`src/design/ccwh_chan.sv`:
```
`default_nettype none

module ccwh_chan (
    input  wire logic       i_clk,
    input  wire logic       i_load,
    input  wire logic       i_step,
    input  wire logic [7:0] i_value,
    input  wire logic [7:0] i_low,
    input  wire logic [7:0] i_high,
    output logic      [7:0] o_value
);

    logic        w_lt;
    logic        w_eq;
    logic [7:0]  w_mid;
    logic        w_below;
    logic [7:0]  w_mul_a;
    logic [7:0]  w_mul_b;
    logic [7:0]  w_div;
    logic [7:0]  w_off;
    logic        w_zero;
    logic [15:0] w_prod;
    logic [8:0]  w_shift;
    logic        w_ge;
    logic [7:0]  w_sub;

    logic [15:0] r_acc;
    logic [7:0]  r_div;
    logic [7:0]  r_off;
    logic        r_zero;

    function automatic logic [6:0] w_sub_lh(input logic [7:0] lo, input logic [7:0] hi);
        logic [7:0] d;
        d = lo - hi;
        return d[7:1];
    endfunction

    // pick the segment of the curve and set up numerator factors, divisor and offset
    always_comb begin
        w_lt    = i_low < i_high;
        w_eq    = i_low == i_high;
        w_mid   = i_high + {1'b0, w_sub_lh(i_low, i_high)};
        w_below = i_value <= w_mid;
        if (w_lt) begin
            w_mul_a = i_high - i_low;
            w_mul_b = i_value;
            w_div   = 8'hFF;
            w_off   = i_low;
        end else if (w_below) begin
            w_mul_a = i_value;
            w_mul_b = i_high;
            w_div   = w_mid;
            w_off   = 8'd0;
        end else begin
            w_mul_a = i_value - w_mid;
            w_mul_b = 8'hFF - i_low;
            w_div   = 8'hFF - w_mid;
            w_off   = i_low;
        end
        w_zero = w_eq || (!w_lt && w_below && (w_mid == 8'd0));
        w_prod = 16'(w_mul_a) * 16'(w_mul_b);
    end

    // restoring divide, one quotient bit a step; the quotient always fits 8 bits
    always_comb begin
        w_shift = {r_acc[15:8], r_acc[7]};
        w_ge    = w_shift >= {1'b0, r_div};
        w_sub   = w_shift[7:0] - r_div;
    end

    always_ff @(posedge i_clk) begin
        if (i_load) begin
            r_acc  <= w_prod;
            r_div  <= w_div;
            r_off  <= w_off;
            r_zero <= w_zero;
        end else if (i_step) begin
            if (w_ge) begin
                r_acc <= {w_sub, r_acc[6:0], 1'b1};
            end else begin
                r_acc <= {w_shift[7:0], r_acc[6:0], 1'b0};
            end
        end
    end

    assign o_value = r_zero ? 8'd0 : r_off + r_acc[7:0];

endmodule

`default_nettype wire

```
`config.mk`:
```
export PLATFORM = sky130hd
export DESIGN_NAME = ccwh_chan
export DESIGN_NICKNAME = d
export VERILOG_FILES = /design/src/design/ccwh_chan.sv
export SDC_FILE = /design/constraint.sdc
export NUM_CORES = 1
export LEC_CHECK = 0
export ABC_AREA = 1
export BUFFER_PORTS_ARGS = -buffer_cell sky130_fd_sc_hd__buf_4
export CAP_MARGIN = 10
export CELL_PAD_IN_SITES_DETAIL_PLACEMENT = 1
export CELL_PAD_IN_SITES_GLOBAL_PLACEMENT = 2
export CORE_MARGIN = 4
export CORE_UTILIZATION = 40
export CTS_CLUSTER_DIAMETER = 150
export DETAILED_ROUTE_END_ITERATION = 10
export GPL_TIMING_DRIVEN = 1
export HOLD_SLACK_MARGIN = 0.02
export PLACE_DENSITY_LB_ADDON = 0.05
export SYNTH_ARGS = -nofsm -noshare
export SYNTH_HDL_FRONTEND = slang
export SYNTH_SLANG_ARGS = --single-unit
```
`constraint.sdc`:
```
create_clock -name i_clk -period 14 [get_ports i_clk]
set_input_delay 2.8 -clock i_clk [delete_from_list [all_inputs] [get_ports i_clk]]
set_output_delay 2.8 -clock i_clk [all_outputs]
set_load 0.1 [all_outputs]
```
# == After elaboration in Yosys (flattened, before gate mapping) ==
# Index checks and enable logic that the tools add are counted.
# classes
n_addsub,8
n_mul,1
n_lt_le_gt_ge,3
n_eq_ne,1
mux,11
n_reduce_logical,6
# ops
operator,count
2-to-1 mux 8 bit,8
2-to-1 mux 16 bit,3
subtractor 8 bit,4
multiplier 8 x 8 -> 16 bit,1
"subtractor 8 bit, first input constant",2
greater-or-equal comparator 9 x 8 -> 1 bit,1
adder 8 x 7 -> 8 bit,1
adder 8 bit,1
equality test 8 bit,1
less-or-equal comparator 8 bit,1
logical NOT 8 bit,1
< comparator 8 bit,1
logical AND 1 bit,2
nonzero test 2 bit,1
logical NOT 1 bit,1
logical OR 1 bit,1
# totals
reg_bits,33
out_inout_bits,8
elab_cells,34

# == Depth between registers and ports, before layout ==
# depth
depth_word,7
depth_mapped,44

# == Worst setup path before layout ==
# No wires, ideal clock.
# synth_path
kind,input-to-reg
from,input i_low[0]
to,"register r_acc[12], data pin"
setup_time_ps,258
t_arrival_ps,9734
required_ps,13742
slack_ps,4008
stages,40
path_buffers,1
cell_sequence,inv_1 > ha_1 > inv_1 > fa_1 > a221o_1 > xor2_1 > ha_1 > nand2_1 > inv_1 > nand2_1 > nand3_1 > xor2_1 > inv_1 > ha_1 > a21o_1 > nand2_1 > nand2_1 > nand3_2 > [... 4 more ...] > nand3_2 > or2_1 > fa_1 > fa_1 > inv_1 > fa_1 > inv_1 > fa_1 > inv_1 > ha_1 > inv_1 > nor3_1 > a21oi_1 > o21bai_1 > a21oi_1 > or2_2 > nand3_1 > nand2_1
# synth_via
elab_chain_cells,7
# synth_lines
item,line_no,text
"start, declared",8,"input wire logic [7:0] i_low,"
subtractor 8 bit,34,d = lo - hi;
adder 8 x 7 -> 8 bit,42,"w_mid = i_high + {1'b0, w_sub_lh(i_low, i_high)};"
subtractor 8 bit or less-or-equal comparator 8 bit (tied branches),"55, 43",
2-to-1 mux 8 bit,49,end else if (w_below) begin
2-to-1 mux 8 bit,44,if (w_lt) begin
multiplier 8 x 8 -> 16 bit *,61,w_prod = 16'(w_mul_a) * 16'(w_mul_b);
2-to-1 mux 16 bit *,72,if (i_load) begin
"end signal, assigned",73,r_acc <= w_prod;
"end signal, assigned",79,"r_acc <= {w_sub, r_acc[6:0], 1'b1};"
"end signal, assigned",81,"r_acc <= {w_shift[7:0], r_acc[6:0], 1'b0};"
"end, declared",27,logic [15:0] r_acc;
# Mark *: on every way between the ends. The rest lies on a longest branch, timed or not.
# A chain may end at the register's enable or synchronous reset.

# == Final worst setup path ==
# Ends and elaborated chain as after synthesis.

==> impl_results.md <==
- Final antenna-violating net count: 0
- Final Critical Period: 10980 ps
- Final setup fails: 0
- Antenna diodes: 0
- Synth Area in Simple Gates: 26.0%
- Synthesized Nets: 940
- Number of H-tree levels: 2
- Area growth from synthesis to layout: 9.73%
- Multi-input gate area: 4260 sq um
- F_max: 91.1 MHz
- Nets: 968
- Hold buffers post-CTS: 0
- Post-DP HPWL: 15600 um
- Routed vias: 5282
- Post-Synth XOR/XNOR Area: 3.88%
- Io pins: 35
- RSZ-0062 raised after global routing: false
- Critical Path RT: 14020 ps
- Mapped Cells: 791
- First-pass GRT wire length: 29400 um
- Max-slew headroom at the worst pin: 59.2%
- Post-route insts no fill: 999
- Largest family of logic cells by synthesized area: adder cells
- CORE AREA: 14100 sq um
- Compound-Gate Fraction of Synth Area: 11.5%
- Slowest stage delay, CP: 550 ps
- Clock transition at the registers of the reported paths: 50 ps
- RR Endpoint: r_acc[12]$_DFFE_PP_
- Via density: 5.29
- DRT iter0 DRCs: 264
- Most common cell type on the critical path: inv_1
- Dpl ws: 2720 ps
- Vias in the first global route: 5735
- Fin worst setup slack: 3020 ps
- Largest net degree at the start of global routing: 35
- Slew @ Worst Pin: 606 ps
- GRT Residual Overflow: 0
- Post-CTS Setup Bufs: 0
- Mux contribution to synthesized area: 0%
- Final hold viol count: 0
- Placed Cells: 992
- Clk Tree Root Cell: clkbuf_16
- CTS tree: done
- Outcome: finished clean
- Rows: 43
- Hold Crit Depth: 2
- Die area: 16700 sq um
- CP max stage cell: fa_1
- Filler instances: 1784
- Crit Path Category: input pin to register
- Initial antenna violation count: 0
- Critical path capture point type: register
- Top FF cell, synth: edfxtp_1
- Worst setup SP type: input pin
- Setup_tns: 0 ps
- WL/cell: 17.9 um
- PortBufs: 34
- Drt drc: 0
- Avg Inst Size Synth: 7.41 sq um
- Slew Limit Fails: 0
- Crit Reg-Reg Startpoint: r_acc[9]$_DFFE_PP_
- Asr flop ratio synth: 0%
- Synth warn: 0
- Clk_lat worst skew: 280 ps
- Hold Path Sink: r_acc[3]$_DFFE_PP_
- Worst reg2reg setup slack: 11260 ps
- GPL Wtd Cong: 0.875
- Register area share after synthesis: 16.9%
- Hold path start: r_acc[2]$_DFFE_PP_
- Hold slack: 576 ps
- Die extent in x: 129 um
- Cells resized by post-CTS repair: 0
- Tot GR Track Use: 22.3%
- Post-synthesis cell type count: 45
- CTS Buf Count: 5
- Max_cap viols: 0
- CP Max Fanout: 16
- Synthesized area: 5860 sq um
- Worst-case reg-to-reg path depth: 14
- Final Cycle Share: 78.4%
- Post-route clock skew: 5.44 ps
- Max Root-Sink Buffers: 2
- Share of cells above drive strength 1: 10.5%
- First-pass DRT Iterations: 4
- Total wire length: 17800 um
- Number of synthesized flops with an enable pin: 33
- Die Ht: 129 um
- #FFs+latches synth: 33
- Reg area: 991 sq um
- Initial Utilization: 41.6%
- Clk sink count: 33
- Post-synthesis adder-cell area fraction: 31.4%
- Crit path arrival time: 11000 ps
- Min-Delay Path Class: register to register
## critical path: cells and delay by family
family          cells  cell delay, ps
xor+xnor            2             490
fa+ha+maj           9            3730
buf+inv            12            1120
compound gates      4             790
simple gates       16            2070
## worst max path at each step
stage / startpoint / to / slack [ps] / cells past startpoint
floorplan: i_low[0] / r_acc[12]$_DFFE_PP_ / 4010 / 40
global placement: i_low[0] / r_acc[12]$_DFFE_PP_ / 2870 / 43
detailed placement: i_low[0] / r_acc[12]$_DFFE_PP_ / 2720 / 43
CTS: i_low[0] / r_acc[12]$_DFFE_PP_ / 3000 / 41
global route: i_low[0] / r_acc[12]$_DFFE_PP_ / 2400 / 43
finish: i_low[0] / r_acc[12]$_DFFE_PP_ / 3020 / 43
## cell usage after synthesis, types with 2 or more instances
master / count / share of area (%)
a21o_1: 2 / 0.26
a21oi_1: 52 / 4.4
a21oi_2: 2 / 0.30
a221oi_1: 2 / 0.30
a31oi_1: 3 / 0.32
buf_2: 2 / 0.17
buf_6: 2 / 0.38
clkbuf_1: 8 / 0.51
edfxtp_1: 33 / 17
fa_1: 42 / 14
ha_1: 80 / 17
inv_1: 134 / 8.6
inv_2: 8 / 0.51
nand2_1: 166 / 11
nand2_2: 8 / 0.85
nand2_8: 2 / 0.68
nand3_1: 35 / 3.0
nand3_2: 5 / 0.85
nand3b_2: 2 / 0.38
nand4_1: 10 / 1.1
nor2_1: 90 / 5.8
nor3_1: 5 / 0.43
nor3b_1: 3 / 0.38
o2111ai_1: 3 / 0.45
o211ai_1: 2 / 0.26
o211ai_2: 2 / 0.43
o21ai_0: 31 / 2.6
o21ai_2: 5 / 0.75
o21bai_1: 5 / 0.64
o22ai_1: 2 / 0.21
or2_2: 7 / 0.75
xnor2_1: 7 / 1.0
xor2_1: 19 / 2.8
## placed cells by master (no fill, tap or decap), types with 2 or more instances in the layout
master and n:
a221oi_1 2, o211ai_1 2, nand2_8 2, xnor2_1 7
a31oi_1 3, clkbuf_16 5, nor2_1 90, o22ai_1 2
inv_1 134, ha_1 80, o211ai_2 2, nand3b_2 2
nor3b_1 3, nand2_1 166, nand4_1 10, nand3_2 5
o21bai_1 5, a21o_1 2, nor3_1 5, nand3_1 35
o21ai_2 5, fa_1 42, or2_2 7, buf_4 34
inv_2 8, a21oi_2 2, edfxtp_1 33, o2111ai_1 3
nand2_2 8, a21oi_1 52, xor2_1 19, o21ai_0 31
## cell type report
cell class | count | area share (%)
clock inverter | 2 | 0.545
multi-input combinational | 602 | 66.3
inverter | 143 | 8.34
clock buffer | 5 | 1.95
timing repair buffer | 34 | 3.97
sequential | 33 | 15.4
tap | 180 | 3.50
## layer usage
metal  vias to the layer above  GRT usage, %  part of all wire [%]
li1                       2610             -                     -
met1                      2577          29.4                    46
met2                        75          40.0                    50
met3                        20          1.40                   2.6
met4                         0          5.74                   1.7
met5                         -             0                     0
## through the flow
step	utilization (%)	cell area (sq um)
global route	45.6	6430
CTS	45.6	6430
detailed placement	44.5	6270
global placement	44.5	6270
floorplan	-	5860
finish	45.6	6430
## cell families (layout without fill, tap and decap cells)
family | Yosys count | in the layout
AOI/OAI and AO/OA | 114 | 114
xor gates and xnor gates | 26 | 26
adders and majority gates | 122 | 122
buffers and inverters | 156 | 184
DFF | 33 | 33
and+or+nand+nor | 340 | 340
## registers in the layout, summed over array words and instances, names as in the netlist
name    count
r_zero      1
r_div       8
r_acc      16
r_off       8
Power is not shown: default switching activity piles up to over one toggle a cycle in this logic, so the estimate is an artifact.
